`src/btcc_pkg.sv`:
```
// Shared types, register codes and result codes for the copy region checker.
package btcc_pkg;

    // Default widths of the descriptor fields.
    localparam int DEF_DIM_BITS       = 16;
    localparam int DEF_BYTE_ADDR_BITS = 40;

    // Quotient bits resolved per divider pipeline stage.
    localparam int DIV_STEPS = 6;

    // Configuration port geometry: eight 32-bit registers.
    localparam int CFG_ADDR_BITS = 5;

    // Register indexes on the configuration port.
    localparam logic [2:0] REG_BLOCK_WIDTH  = 3'd0;
    localparam logic [2:0] REG_BLOCK_HEIGHT = 3'd1;
    localparam logic [2:0] REG_BLOCK_BYTES  = 3'd2;
    localparam logic [2:0] REG_MIP_COUNT    = 3'd3;
    localparam logic [2:0] REG_TEX_WIDTH    = 3'd4;
    localparam logic [2:0] REG_TEX_HEIGHT   = 3'd5;
    localparam logic [2:0] REG_TEX_DEPTH    = 3'd6;
    localparam logic [2:0] REG_TEX_KIND     = 3'd7;

    // Texture dimension codes that change the layer math.
    localparam logic [1:0] KIND_3D   = 2'd2;
    localparam logic [1:0] KIND_CUBE = 2'd3;

    // Result status codes.
    localparam logic [1:0] STATUS_OK      = 2'd0;
    localparam logic [1:0] STATUS_INVALID = 2'd1;
    localparam logic [1:0] STATUS_RANGE   = 2'd2;

    // Failed check codes, in priority order.
    localparam logic [2:0] CHK_NONE   = 3'd0;
    localparam logic [2:0] CHK_ALIGN  = 3'd1;
    localparam logic [2:0] CHK_MIP    = 3'd2;
    localparam logic [2:0] CHK_EXTENT = 3'd3;
    localparam logic [2:0] CHK_ROW    = 3'd4;
    localparam logic [2:0] CHK_RANGE  = 3'd5;
    localparam logic [2:0] CHK_END    = 3'd6;
    localparam logic [2:0] CHK_FACE   = 3'd7;

    // Texture description held in configuration.
    typedef struct packed {
        logic [4:0]  block_width;
        logic [4:0]  block_height;
        logic [5:0]  block_bytes;
        logic [4:0]  mip_count;
        logic [15:0] tex_width;
        logic [15:0] tex_height;
        logic [15:0] tex_depth;
        logic [1:0]  tex_kind;
    } btcc_cfg_t;

    localparam btcc_cfg_t CFG_RESET = '{
        block_width:  5'd1,
        block_height: 5'd1,
        block_bytes:  6'd4,
        mip_count:    5'd1,
        tex_width:    16'd1,
        tex_height:   16'd1,
        tex_depth:    16'd1,
        tex_kind:     2'd1
    };

    // Check outcomes settled before the divider.
    typedef struct packed {
        logic mip_bad;
        logic ext_bad;
        logic row_bad;
        logic ex_at_edge;
        logic ey_at_edge;
        logic face_bad;
        logic off_gt;
    } btcc_flags_t;

    localparam int FLAGS_W = $bits(btcc_flags_t);

endpackage

```
`src/btcc_div.sv`:
```
// Pipelined restoring divider lanes by a small divisor, with a side band.
module btcc_div import btcc_pkg::*; #(
    parameter int DW     = DEF_DIM_BITS + 1,
    parameter int LANES  = 7,
    parameter int SIDE_W = 8
) (
    input  logic                        clk,
    input  logic                        rst_n,
    input  logic                        in_valid,
    input  logic [LANES-1:0][DW-1:0]    dividend,
    input  logic [LANES-1:0][4:0]       divisor,
    input  logic [SIDE_W-1:0]           side_in,
    output logic                        out_valid,
    output logic [LANES-1:0][DW-1:0]    quotient,
    output logic [LANES-1:0][4:0]       remainder,
    output logic [SIDE_W-1:0]           side_out
);

    localparam int NST = (DW + DIV_STEPS - 1) / DIV_STEPS;

    logic [NST-1:0]                       vld_reg;
    logic [NST-1:0][LANES-1:0][DW-1:0]    nq_reg, nq_src, nq_next;
    logic [NST-1:0][LANES-1:0][4:0]       rem_reg, rem_src, rem_next;
    logic [NST-1:0][SIDE_W-1:0]           side_reg;

    // Each stage starts from the previous stage; the first from the inputs.
    // The dividend shifts out at the top while quotient bits shift in below.
    assign nq_src  = {nq_reg[NST-2:0], dividend};
    assign rem_src = {rem_reg[NST-2:0], {LANES{5'd0}}};

    // Up to DIV_STEPS restoring steps per stage and lane.
    always_comb
    begin
        logic [5:0] part;
        part     = '0;
        nq_next  = nq_src;
        rem_next = rem_src;
        for (int s = 0; s < NST; s++)
        begin
            for (int l = 0; l < LANES; l++)
            begin
                for (int k = 0; k < DIV_STEPS; k++)
                begin
                    if (s * DIV_STEPS + k < DW)
                    begin
                        part = {rem_next[s][l], nq_next[s][l][DW-1]};
                        nq_next[s][l] = {nq_next[s][l][DW-2:0], 1'b0};
                        if (part >= {1'b0, divisor[l]})
                        begin
                            part = part - {1'b0, divisor[l]};
                            nq_next[s][l][0] = 1'b1;
                        end
                        rem_next[s][l] = part[4:0];
                    end
                end
            end
        end
    end

    // Valid bits travel with the stages.
    always_ff @(posedge clk or negedge rst_n)
    begin
        if (!rst_n)
        begin
            vld_reg <= '0;
        end
        else
        begin
            vld_reg <= {vld_reg[NST-2:0], in_valid};
        end
    end

    // Stage payload.
    always_ff @(posedge clk)
    begin
        nq_reg   <= nq_next;
        rem_reg  <= rem_next;
        side_reg <= {side_reg[NST-2:0], side_in};
    end

    assign out_valid = vld_reg[NST-1];
    assign quotient  = nq_reg[NST-1];
    assign remainder = rem_reg[NST-1];
    assign side_out  = side_reg[NST-1];

endmodule

```
`config.mk`:
```
export PLATFORM = sky130hd
export DESIGN_NAME = btcc_div
export DESIGN_NICKNAME = d
export VERILOG_FILES = /design/src/btcc_pkg.sv /design/src/btcc_div.sv
export SDC_FILE = /design/constraint.sdc
export NUM_CORES = 2
export LEC_CHECK = 0
export BUFFER_PORTS_ARGS = -buffer_cell sky130_fd_sc_hd__buf_2
export CAP_MARGIN = 20
export CORE_AREA = 5 5 338 340
export DETAILED_ROUTE_END_ITERATION = 8
export DIE_AREA = 0 0 343 345
export HOLD_SLACK_MARGIN = 0.1
export PLACE_DENSITY = 0.55
export SKIP_CTS_REPAIR_TIMING = 1
export SLEW_MARGIN = 5
export SYNTH_ARGS = -nofsm -noshare
export SYNTH_HDL_FRONTEND = slang
export SYNTH_SLANG_ARGS = --single-unit
export TNS_END_PERCENT = 1
```
`constraint.sdc`:
```
create_clock -name clk -period 12.6 [get_ports clk]
set_input_delay 2.52 -clock clk [delete_from_list [all_inputs] [get_ports clk]]
set_output_delay 2.52 -clock clk [all_outputs]
set_load 0.01 [all_outputs]
```
==> impl_metrics.env <==
export IMPL_avg_cell_area_syn_um2=9.51
export IMPL_core_rowCount=123
export IMPL_synth_seq_cells=489
export IMPL_largest_register_ff_count=161
export IMPL_detail_route_antenna_nets=0
export IMPL_synth_largest_area_cell="dfxtp_1"
export IMPL_syn_cell_area_um2=38400
export IMPL_achievable_frequency_ghz=0.0831
export IMPL_start_util_pct=34.5
export IMPL_timing_critical_path_required_ns=13.13
export IMPL_timing_reg2reg_setup_slack_ns=2.18
export IMPL_io_pins=328
export IMPL_setup_tns_final_ns=0
export IMPL_synthDominantCellAreaShare_pct=25.4
export IMPL_first_pass_iters=5
export IMPL_grt_remaining_overflow=0
export IMPL_vias_per_cell=4.83
export IMPL_worst_path_max_delay_cell="or4_1"
export IMPL_fin_skew_ns=0.0235
export IMPL_worst_skew_pair_late_latency_ns=0.66
export IMPL_seq_area_frac_synth_pct=25.6
export IMPL_cp_startpoint="divisor[11]"
export IMPL_worst_slew_pin_transition_ns=0.695
export IMPL_die_height_um=345
export IMPL_drv_slew=0
export IMPL_cts_reportedPaths_clkPinSlew_ns=0.06
export IMPL_synth_async_sr_flop_share_pct=0.613
export IMPL_layout_nets=5188
export IMPL_largest_net_degree_at_the_start_of_global_routing=24
export IMPL_timing_critical_path_to_type="flop"
export IMPL_routabilityCongestion=0.841
export IMPL_critical_path_arrival_ns=12.56
export IMPL_grt_first_pass_wirelength_um=150000
export IMPL_drv_cap=0
export IMPL_rr_worst_depth=46
export IMPL_clk_path_buf_depth=3
export IMPL_cts_htree_levels=2
export IMPL_crit_reg2reg_launch="nq_reg[118]"
export IMPL_synth_edff_count=0
export IMPL_cts_tree="built"
export IMPL_netlist_instances=4035
export IMPL_synth_distinct_cells=98
export IMPL_setup_violations_final=0
export IMPL_startpoint_type="primary input"
export IMPL_drc_errors=0
export IMPL_finalWirelength_um=92500
export IMPL_antenna_violations_before_repair=12
export IMPL_first_global_vias=28900
export IMPL_dr_total_vias=28400
export IMPL_cp_slowest_stage_delay_ns=0.58
export IMPL_drive_gt1_share_pct=19.1
export IMPL_worstHoldPathType="reg2reg"
export IMPL_yosysWarningCount=0
export IMPL_core_um2=111000
export IMPL_fp_dieArea_um2=118000
export IMPL_numCtsBuffers=61
export IMPL_final_period_util_pct=95.5
export IMPL_synth_top_cells_by_area="dfxtp_1 25%, ha_1 19%, fa_1 5.8%"
export IMPL_place_port_buffers=327
export IMPL_timing_final_hold_violations=0
export IMPL_synth_fp_nets=4886
export IMPL_path_class="in2reg"
export IMPL_most_used_dff_post_synth="dfxtp_1"
export IMPL_clockRootBuffer="clkbuf_16"
export IMPL_rsz_0062_raised_after_global_routing="true"
export IMPL_die_width_um=343
export IMPL_drt_wl_cell_um=15.7
export IMPL_critPathCapture="rem_reg[11]"
export IMPL_rr_endpoint="rem_reg[68]"
export IMPL_relSlewSlack_pct=53.5
export IMPL_flow_area_growth_from_synthesis_pct=12.8
export IMPL_period_needed_ns=12.03
export IMPL_tritoncts_num_sinks=489
export IMPL_outcome="complete, no violations"
export IMPL_timing_critical_path_fanout_max=10
export IMPL_place_detailed_hpwl_um=71900
export IMPL_drt_iter0_drc=1032
export IMPL_grtUsageTotal_pct=15.3
metal layers:
metal | track usage [%] | up-vias | routed length, um
met5 | 0 | - | 55
met1 | 20.0 | 13200 | 43700
met3 | 3.40 | 116 | 4570
met4 | 3.50 | 8 | 1950
met2 | 25.8 | 396 | 42200
li1 | - | 14800 | -
cell families after synthesis:
group | count (synthesis) | synth area share [%]
AND/OR/NAND/NOR | 645 | 8.91
AO/OA/AOI/OAI | 945 | 16.6
XOR/XNOR | 286 | 6.53
adder cells (fa/ha/maj) | 686 | 24.6
buffers and inverters | 647 | 8.06
flip-flops | 489 | 25.6
multiplexers | 337 | 9.74
through the flow:
stage	setup slack, ns	hold slack, ns	cell area [um2]	cells	utilization, %
final	0.569	0.322	43300	5889	38.9
after global routing	-0.0962	0.328	43300	5885	38.9
after CTS	0.502	0.322	43200	5882	38.8
after detailed placement	-0.201	0.312	41200	5772	37.1
after global placement	-0.0826	0.310	41200	5772	37.1
after floorplan	-0.0182	0.310	38400	4035	-
cell usage after synthesis (11+ instances only):
master     count
a2111oi_0     13
a211o_1       11
a211oi_1      23
a21boi_0      23
a21o_1       165
a21oi_1      275
a22o_1        11
a31o_2        12
a31oi_1       22
a41o_1        30
and2_1        27
and3_1        40
buf_4        162
dfxtp_1      486
fa_1         112
ha_1         574
inv_1        449
inv_2         16
mux2_2       192
mux2_4        11
mux2i_1      122
nand2_1      154
nand2b_1      57
nand3_1       23
nand3b_1      11
nand4_1       41
nor2_1       130
nor2b_1       74
nor3_1        12
o211ai_1      21
o211ai_2      12
o21a_1        27
o21ai_0      174
o31ai_1       11
or3_1         19
xnor2_1      207
xor2_1        79
how the worst min path moves through the flow:
stage / to / startpoint / cells past startpoint / slack [ns]
after floorplan: nq_next[249] / nq_next[125] / 0 / 0.31
after global placement: quotient[14] / nq_next[252] / 0 / 0.31
after detailed placement: nq_next[321] / nq_next[197] / 0 / 0.31
after CTS: nq_next[286] / nq_next[162] / 0 / 0.32
after global routing: nq_next[250] / nq_next[126] / 0 / 0.33
final: nq_next[286] / nq_next[162] / 0 / 0.32
final cells by class:
type                    instances  area (um2)
clock inverters                31         290
multi-input cells            2899       25500
flip-flops and latches        489        9800
clock buffers                  79        1700
repair buffers                421        2340
inverters                     465        1750
well taps                    1500        1880
diodes                          5        12.5
fillers                     11200       68000
cell usage in the layout, fill, tap and decap left out, drive strengths merged, types with 26 or more instances in the layout:
cell	synthesis	routed
ha	574	574
dfxtp	486	486
inv	465	470
buf	178	421
a21oi	277	277
mux2	208	208
xnor2	207	207
o21ai	186	186
a21o	165	165
nand2	158	158
nor2	131	131
mux2i	129	129
fa	112	112
xor2	79	79
clkbuf	4	79
nor2b	75	75
nand2b	57	57
nand4	41	41
and3	41	41
a211oi	34	34
o211ai	33	33
a41o	30	30
o21a	28	28
and2	27	27
a21boi	26	26
critical path, delay by kind of cell:
kind	cells	cell delay (ns)
AO/OA/AOI/OAI	17	3.91
buffers and inverters	6	0.68
AND/OR/NAND/NOR	11	2.07
multiplexers	5	1.69
adder cells (fa/ha/maj)	5	1.68
Power is not shown: default switching activity piles up to over one toggle a cycle in this logic, so the estimate is an artifact.
