<file path="src/btcc_pkg.sv">
// Shared types, register codes and result codes for the copy region checker.
package btcc_pkg;

    // Default widths of the descriptor fields.
    localparam int DEF_DIM_BITS       = 16;
    localparam int DEF_BYTE_ADDR_BITS = 40;

    // Quotient bits resolved per divider pipeline stage.
    localparam int DIV_STEPS = 6;

    // Configuration port geometry: eight 32-bit registers.
    localparam int CFG_ADDR_BITS = 5;

    // Register indexes on the configuration port.
    localparam logic [2:0] REG_BLOCK_WIDTH  = 3'd0;
    localparam logic [2:0] REG_BLOCK_HEIGHT = 3'd1;
    localparam logic [2:0] REG_BLOCK_BYTES  = 3'd2;
    localparam logic [2:0] REG_MIP_COUNT    = 3'd3;
    localparam logic [2:0] REG_TEX_WIDTH    = 3'd4;
    localparam logic [2:0] REG_TEX_HEIGHT   = 3'd5;
    localparam logic [2:0] REG_TEX_DEPTH    = 3'd6;
    localparam logic [2:0] REG_TEX_KIND     = 3'd7;

    // Texture dimension codes that change the layer math.
    localparam logic [1:0] KIND_3D   = 2'd2;
    localparam logic [1:0] KIND_CUBE = 2'd3;

    // Result status codes.
    localparam logic [1:0] STATUS_OK      = 2'd0;
    localparam logic [1:0] STATUS_INVALID = 2'd1;
    localparam logic [1:0] STATUS_RANGE   = 2'd2;

    // Failed check codes, in priority order.
    localparam logic [2:0] CHK_NONE   = 3'd0;
    localparam logic [2:0] CHK_ALIGN  = 3'd1;
    localparam logic [2:0] CHK_MIP    = 3'd2;
    localparam logic [2:0] CHK_EXTENT = 3'd3;
    localparam logic [2:0] CHK_ROW    = 3'd4;
    localparam logic [2:0] CHK_RANGE  = 3'd5;
    localparam logic [2:0] CHK_END    = 3'd6;
    localparam logic [2:0] CHK_FACE   = 3'd7;

    // Texture description held in configuration.
    typedef struct packed {
        logic [4:0]  block_width;
        logic [4:0]  block_height;
        logic [5:0]  block_bytes;
        logic [4:0]  mip_count;
        logic [15:0] tex_width;
        logic [15:0] tex_height;
        logic [15:0] tex_depth;
        logic [1:0]  tex_kind;
    } btcc_cfg_t;

    localparam btcc_cfg_t CFG_RESET = '{
        block_width:  5'd1,
        block_height: 5'd1,
        block_bytes:  6'd4,
        mip_count:    5'd1,
        tex_width:    16'd1,
        tex_height:   16'd1,
        tex_depth:    16'd1,
        tex_kind:     2'd1
    };

    // Check outcomes settled before the divider.
    typedef struct packed {
        logic mip_bad;
        logic ext_bad;
        logic row_bad;
        logic ex_at_edge;
        logic ey_at_edge;
        logic face_bad;
        logic off_gt;
    } btcc_flags_t;

    localparam int FLAGS_W = $bits(btcc_flags_t);

endpackage

</file>
<file path="src/btcc_size.sv">
// Back stages: buffer copy size, byte range check and result priority.
module btcc_size import btcc_pkg::*; #(
    parameter int DIM_BITS       = DEF_DIM_BITS,
    parameter int BYTE_ADDR_BITS = DEF_BYTE_ADDR_BITS,
    parameter int DW             = DEF_DIM_BITS + 1
) (
    input  logic                      clk,
    input  logic                      rst_n,
    input  logic                      in_valid,
    input  btcc_flags_t               flags,
    input  logic [DIM_BITS-1:0]       lc,
    input  logic [BYTE_ADDR_BITS-1:0] avail,
    input  logic [DW-1:0]             bxb,
    input  logic [DW-1:0]             byb,
    input  logic [DW-1:0]             txb,
    input  logic [4:0]                rem_px,
    input  logic [4:0]                rem_py,
    input  logic [4:0]                rem_ex,
    input  logic [4:0]                rem_ey,
    input  logic [5:0]                block_bytes,
    output logic                      done,
    output logic [1:0]                status,
    output logic [2:0]                failed_check
);

    localparam int FW = 2 * DW;
    localparam int PW = (FW < 64) ? FW : 64;

    typedef struct packed {
        logic align_bad;
        logic mip_bad;
        logic ext_bad;
        logic row_bad;
        logic off_gt;
        logic end_bad;
        logic face_bad;
    } verdict_t;

    // Stage registers, one group per back stage.
    logic [3:0]                v_reg;
    verdict_t                  vd1_reg, vd1_next, vd2_reg, vd3_reg, vd4_reg;
    logic [DIM_BITS-1:0]       lc1_reg;
    logic [BYTE_ADDR_BITS-1:0] av1_reg, av2_reg, av3_reg, av4_reg;
    logic [PW-1:0]             p1_reg, p1_next;
    logic [63:0]               diff1_reg, diff1_next, diff2_reg;
    logic [63:0]               lo2_reg, lo2_next;
    logic [31:0]               hi2_reg, hi2_next;
    logic [63:0]               t3_reg, t3_next;
    logic [63:0]               copy4_reg, copy4_next;
    logic                      done_reg;
    logic [1:0]                status_reg, status_next;
    logic [2:0]                check_reg, check_next;

    // Stage one: alignment outcomes, blocks per image and the row slack.
    always_comb
    begin
        logic [FW-1:0] full;
        full = FW'(bxb) * FW'(byb);
        p1_next    = full[PW-1:0];
        diff1_next = 64'(bxb) - 64'(txb);
        vd1_next.align_bad = (rem_px != 5'd0) || (rem_py != 5'd0);
        vd1_next.mip_bad   = flags.mip_bad;
        vd1_next.ext_bad   = flags.ext_bad;
        vd1_next.row_bad   = flags.row_bad;
        vd1_next.off_gt    = flags.off_gt;
        vd1_next.end_bad   = ((rem_ex != 5'd0) && !flags.ex_at_edge)
                          || ((rem_ey != 5'd0) && !flags.ey_at_edge);
        vd1_next.face_bad  = flags.face_bad;
    end

    // Stage two: blocks per image times layers, as two 32-bit halves.
    always_comb
    begin
        logic [63:0] p64;
        logic [31:0] lc32;
        p64      = 64'(p1_reg);
        lc32     = 32'(lc1_reg);
        lo2_next = 64'(p64[31:0]) * 64'(lc32);
        hi2_next = p64[63:32] * lc32;
    end

    // Stage three: merge halves and drop the unused tail of the last row.
    assign t3_next = lo2_reg + {hi2_reg, 32'd0} - diff2_reg;

    // Stage four: scale blocks to bytes.
    assign copy4_next = t3_reg * 64'(block_bytes);

    // Stage five: byte range check and first failed check.
    always_comb
    begin
        logic range_bad;
        range_bad = vd4_reg.off_gt || (copy4_reg > 64'(av4_reg));
        if (vd4_reg.align_bad)
        begin
            status_next = STATUS_INVALID;
            check_next  = CHK_ALIGN;
        end
        else if (vd4_reg.mip_bad)
        begin
            status_next = STATUS_RANGE;
            check_next  = CHK_MIP;
        end
        else if (vd4_reg.ext_bad)
        begin
            status_next = STATUS_RANGE;
            check_next  = CHK_EXTENT;
        end
        else if (vd4_reg.row_bad)
        begin
            status_next = STATUS_INVALID;
            check_next  = CHK_ROW;
        end
        else if (range_bad)
        begin
            status_next = STATUS_RANGE;
            check_next  = CHK_RANGE;
        end
        else if (vd4_reg.end_bad)
        begin
            status_next = STATUS_INVALID;
            check_next  = CHK_END;
        end
        else if (vd4_reg.face_bad)
        begin
            status_next = STATUS_INVALID;
            check_next  = CHK_FACE;
        end
        else
        begin
            status_next = STATUS_OK;
            check_next  = CHK_NONE;
        end
    end

    // Valid bits and the result strobe.
    always_ff @(posedge clk or negedge rst_n)
    begin
        if (!rst_n)
        begin
            v_reg    <= '0;
            done_reg <= 1'b0;
        end
        else
        begin
            v_reg    <= {v_reg[2:0], in_valid};
            done_reg <= v_reg[3];
        end
    end

    // Stage payload.
    always_ff @(posedge clk)
    begin
        vd1_reg    <= vd1_next;
        lc1_reg    <= lc;
        av1_reg    <= avail;
        p1_reg     <= p1_next;
        diff1_reg  <= diff1_next;

        vd2_reg    <= vd1_reg;
        av2_reg    <= av1_reg;
        lo2_reg    <= lo2_next;
        hi2_reg    <= hi2_next;
        diff2_reg  <= diff1_reg;

        vd3_reg    <= vd2_reg;
        av3_reg    <= av2_reg;
        t3_reg     <= t3_next;

        vd4_reg    <= vd3_reg;
        av4_reg    <= av3_reg;
        copy4_reg  <= copy4_next;

        status_reg <= status_next;
        check_reg  <= check_next;
    end

    assign done         = done_reg;
    assign status       = status_reg;
    assign failed_check = check_reg;

endmodule

</file>
<file path="config.mk">
export PLATFORM = sky130hd
export DESIGN_NAME = btcc_size
export DESIGN_NICKNAME = d
export VERILOG_FILES = /design/src/btcc_pkg.sv /design/src/btcc_size.sv
export SDC_FILE = /design/constraint.sdc
export NUM_CORES = 2
export LEC_CHECK = 0
export BUFFER_PORTS_ARGS = -buffer_cell sky130_fd_sc_hd__buf_2
export CAP_MARGIN = 20
export CORE_ASPECT_RATIO = 1.1
export CORE_MARGIN = 1.5
export CORE_UTILIZATION = 40
export DETAILED_ROUTE_END_ITERATION = 7
export HOLD_SLACK_MARGIN = 0.12
export PLACE_DENSITY_LB_ADDON = 0.08
export SETUP_SLACK_MARGIN = 0.2
export SLEW_MARGIN = 30
export SYNTH_ARGS = -nofsm -noshare
export SYNTH_HDL_FRONTEND = slang
export SYNTH_SLANG_ARGS = --single-unit
</file>
<file path="constraint.sdc">
create_clock -name clk -period 17.77 [get_ports clk]
set_clock_uncertainty 0.2 [all_clocks]
set_input_delay 3.554 -clock clk [delete_from_list [all_inputs] [get_ports clk]]
set_output_delay 3.554 -clock clk [all_outputs]
set_load 0.03 [all_outputs]
</file>
==> flow_results.xml <==
<?xml version="1.0" encoding="UTF-8"?>
<metrics>
  <group name="yosys">
    <metric name="postSynthNetCount" unit="">7203</metric>
    <metric name="syn-cell-area" unit="µm²">52130</metric>
    <metric name="synth_flop_cell" unit="">sky130_fd_sc_hd__dfxtp_1</metric>
    <metric name="asyncSetResetFlopFracSynth" unit="">0.01046</metric>
    <metric name="ys_types" unit="">77</metric>
    <metric name="synth_seq_area_share" unit="">0.1840</metric>
    <metric name="syn_area_cell" unit="µm²">9.129</metric>
    <metric name="synth.ff_latch_count" unit="">478</metric>
    <metric name="synthesis.instances" unit="">5711</metric>
    <metric name="yosys_warnings" unit="">0</metric>
    <metric name="synth_enable_flop_cells" unit="">0</metric>
  </group>
  <group name="floorplan">
    <metric name="initial_utilization" unit="">0.4042</metric>
    <metric name="die_h" unit="µm">381.6</metric>
    <metric name="die-area" unit="µm²">132500</metric>
    <metric name="core-area" unit="µm²">129000</metric>
    <metric name="floorplan.die.width" unit="µm">347.2</metric>
    <metric name="fp-row-count" unit="">138</metric>
    <metric name="design.portCount" unit="">149</metric>
  </group>
  <group name="timing">
    <metric name="period_share" unit="">0.5311</metric>
    <metric name="tightestPinTransition" unit="ps">1030</metric>
    <metric name="rsz0062_at_grt" unit="">no</metric>
    <metric name="tns" unit="ps">0</metric>
    <metric name="relSlewSlack" unit="">0.3126</metric>
    <metric name="fin_crit" unit="ps">9437</metric>
    <metric name="number_of_endpoints_failing_setup_at_the_final_stage" unit="">0</metric>
    <metric name="max_clock_freq" unit="GHz">0.1060</metric>
    <metric name="drv_slew" unit="">0</metric>
    <metric name="final-hold-violation-count" unit="">0</metric>
  </group>
  <group name="grt">
    <metric name="grt_pass1_wl" unit="mm">209.3</metric>
    <metric name="pin_count_of_the_biggest_net_entering_global_routing" unit="">64</metric>
    <metric name="track_usage" unit="">0.1965</metric>
    <metric name="grt_antenna_before_repair" unit="">3</metric>
    <metric name="first_global_vias" unit="">39324</metric>
    <metric name="globalRouteOverflowTotal" unit="">0</metric>
  </group>
  <group name="layout">
    <metric name="layout_common_cells" unit="">sky130_fd_sc_hd__inv_1, sky130_fd_sc_hd__nand2_1, sky130_fd_sc_hd__fa_1</metric>
    <metric name="finalNonFillerCells" unit="">7471</metric>
    <metric name="layout.core_utilization" unit="">0.4381</metric>
    <metric name="num-nets-final" unit="">7237</metric>
    <metric name="layout_cells_sized_above_1" unit="">0.05458</metric>
    <metric name="mostFrequentLayoutCell" unit="">sky130_fd_sc_hd__inv_1</metric>
    <metric name="fillers" unit="">12838</metric>
    <metric name="area_delta_synth_final" unit="%">8.378</metric>
  </group>
  <group name="cts">
    <metric name="clkSlewWorstSetupHoldPaths" unit="ps">60</metric>
    <metric name="clockRootBuffer" unit="">sky130_fd_sc_hd__clkbuf_16</metric>
    <metric name="ctsLongestPathBuffers" unit="">3</metric>
    <metric name="cts_buffers" unit="">56</metric>
    <metric name="cts_setup_buffers" unit="">0</metric>
    <metric name="tritoncts_clock_tree" unit="">done</metric>
    <metric name="htree_levels" unit="">2</metric>
    <metric name="cts.sinks" unit="">478</metric>
    <metric name="clock_latency" unit="ps">670</metric>
  </group>
  <group name="critical_path">
    <metric name="critPathRequiredTime" unit="ps">18160</metric>
    <metric name="crit_path_max_fanout" unit="">18</metric>
    <metric name="setup.worst_path.end_class" unit="">flop</metric>
    <metric name="worstSetupStartpointType" unit="">primary input</metric>
    <metric name="timing_worst_setup_path_type" unit="">in -&gt; reg</metric>
    <metric name="r2r.worst_path.cells" unit="">21</metric>
    <metric name="critPathArrivalTime" unit="ps">9830</metric>
  </group>
  <group name="drt">
    <metric name="drt-initial-drc-count" unit="">1619</metric>
    <metric name="first_pass_iters" unit="">7</metric>
    <metric name="vias_post_dr" unit="">36471</metric>
    <metric name="drt-vias-per-instance" unit="">4.882</metric>
    <metric name="drc" unit="">0</metric>
    <metric name="postRouteAntennaNets" unit="">0</metric>
    <metric name="totalWireLength" unit="mm">125.6</metric>
    <metric name="wl_per_cell" unit="µm">16.82</metric>
  </group>
  <group name="flow_run">
    <metric name="timing.max_cap.violations" unit="">0</metric>
  </group>
  <group name="placed_design">
    <metric name="portBuffers" unit="">148</metric>
    <metric name="dp.final_hpwl" unit="mm">98.85</metric>
    <metric name="place.gp.congestion" unit="">0.8358</metric>
    <metric name="placedCellCount" unit="">7363</metric>
  </group>
  <group name="min_path">
    <metric name="whs_path_depth" unit="">0</metric>
    <metric name="worst_hold_path_type" unit="">reg -&gt; reg</metric>
  </group>
  <group name="outcome">
    <metric name="status" unit="">complete, no violations</metric>
  </group>
</metrics>
## final timing paths
| check | from | to | slack, ps |
|---|---|---|---|
| max | bxb[10] | p1_reg[33]$_DFF_P_ | 8330 |
| min | vd1_reg[6]$_DFF_P_ | vd2_reg[6]$_DFF_P_ | 120 |
| max reg2reg | lc1_reg[1]$_DFF_P_ | lo2_reg[43]$_DFF_P_ | 9850 |
| min reg2reg | vd1_reg[6]$_DFF_P_ | vd2_reg[6]$_DFF_P_ | 120 |
| max in group asynchronous | rst_n | v_reg[2]$_DFF_PN0_ | 14750 |
| min in group asynchronous | rst_n | v_reg[0]$_DFF_PN0_ | 2490 |
## what timing repair did
item / 4_1_cts / 5_1_grt
gates resized for setup: 0 / 0
hold buffers: 4 / 0
hold endpoints to repair: 4 / 0
## per-layer routing
layer,vias to the layer above,share of wire,global-route usage
met5,-,0,0
met4,0,0.017,0.04215
met3,121,0.034,0.01870
met2,543,0.49,0.3425
met1,18228,0.46,0.2639
li1,17579,-,-
## worst max-delay path: stages
cell and delay (ps):
sky130_fd_sc_hd__buf_2 370, sky130_fd_sc_hd__nand2_1 150, sky130_fd_sc_hd__fa_1 550, sky130_fd_sc_hd__inv_1 50, sky130_fd_sc_hd__fa_1 500, sky130_fd_sc_hd__fa_1 540, sky130_fd_sc_hd__inv_1 60, sky130_fd_sc_hd__fa_1 480
sky130_fd_sc_hd__fa_1 500, sky130_fd_sc_hd__inv_1 50, sky130_fd_sc_hd__fa_1 430, sky130_fd_sc_hd__ha_1 350, sky130_fd_sc_hd__a21o_1 170, sky130_fd_sc_hd__a21o_1 160, sky130_fd_sc_hd__a21o_1 220, sky130_fd_sc_hd__a311oi_1 300
sky130_fd_sc_hd__nor2b_1 160, sky130_fd_sc_hd__o41ai_2 480, sky130_fd_sc_hd__o211ai_1 190, sky130_fd_sc_hd__a31o_2 260, sky130_fd_sc_hd__a21oi_1 170, sky130_fd_sc_hd__xnor2_1 130
## stage by stage
stage	setup slack, ps	hold WS [ps]	cell area [µm²]
after floorplan	8039	109.6	52130
after global placement	7707	111.4	54450
after detailed placement	7642	112.1	54460
after CTS	8347	127.0	56500
after global routing	7983	130.9	56500
final	8333	124.3	56500
## synthesized netlist by cell type (5+ instances only)
master	count	area, µm²
sky130_fd_sc_hd__nand2_1	950	3566
sky130_fd_sc_hd__o211ai_1	17	127.6
sky130_fd_sc_hd__nor2_1	137	514.2
sky130_fd_sc_hd__dfxtp_1	473	9469
sky130_fd_sc_hd__o41ai_1	5	43.79
sky130_fd_sc_hd__o31ai_1	7	52.55
sky130_fd_sc_hd__dfrtp_1	5	125.1
sky130_fd_sc_hd__o21bai_1	31	232.7
sky130_fd_sc_hd__nor3_1	44	220.2
sky130_fd_sc_hd__or4_1	5	37.54
sky130_fd_sc_hd__a311o_1	6	60.06
sky130_fd_sc_hd__nor2b_1	33	206.5
sky130_fd_sc_hd__ha_1	451	5643
sky130_fd_sc_hd__or3_1	12	75.07
sky130_fd_sc_hd__a21boi_0	12	90.09
sky130_fd_sc_hd__clkbuf_1	205	769.5
sky130_fd_sc_hd__fa_1	898	17980
sky130_fd_sc_hd__and3_1	21	131.4
sky130_fd_sc_hd__a21oi_1	191	955.9
sky130_fd_sc_hd__xnor2_1	145	1270
sky130_fd_sc_hd__a2111oi_0	7	61.31
sky130_fd_sc_hd__nand4_1	34	212.7
sky130_fd_sc_hd__and4_1	8	70.07
sky130_fd_sc_hd__a311oi_1	7	61.31
sky130_fd_sc_hd__inv_1	1116	4189
sky130_fd_sc_hd__o22ai_1	5	31.28
sky130_fd_sc_hd__a21o_1	135	1013
sky130_fd_sc_hd__and2_1	362	2265
sky130_fd_sc_hd__a211oi_1	19	142.6
sky130_fd_sc_hd__o21a_1	27	202.7
sky130_fd_sc_hd__o21ai_0	107	535.5
sky130_fd_sc_hd__xor2_1	49	429.2
sky130_fd_sc_hd__nand3_1	42	210.2
sky130_fd_sc_hd__o2111ai_1	6	52.55
sky130_fd_sc_hd__nor4_1	14	87.58
sky130_fd_sc_hd__a31oi_1	17	106.4
sky130_fd_sc_hd__or2_2	8	50.05
sky130_fd_sc_hd__nand2b_1	27	168.9
## logic make-up after synthesis
kind of cell             count (synthesis)  share of synthesized area
AND/OR/NAND/NOR                       1706                     0.1514
adder cells (fa/ha/maj)               1349                     0.4531
buffers and inverters                 1327                    0.09566
AO/OA/AOI/OAI                          655                    0.08290
flip-flops                             478                     0.1840
XOR/XNOR                               194                    0.03259
multiplexers                             2                  0.0003840
## cell type report
| type | count | area, µm² | area share |
|---|---|---|---|
| Multi-Input combinational cell | 3906 | 37560 | 0.6647 |
| Sequential cell | 478 | 9607 | 0.1700 |
| Inverter | 1116 | 4189 | 0.07414 |
| Tap cell | 1680 | 2102 | 0.03720 |
| Clock buffer | 72 | 1572 | 0.02781 |
| Timing Repair Buffer | 187 | 1044 | 0.01847 |
| Clock inverter | 31 | 427.9 | 0.007573 |
| Antenna cell | 1 | 2.502 | 0.00004429 |
Power is not shown: default switching activity piles up to over one toggle a cycle in this logic, so the estimate is an artifact.
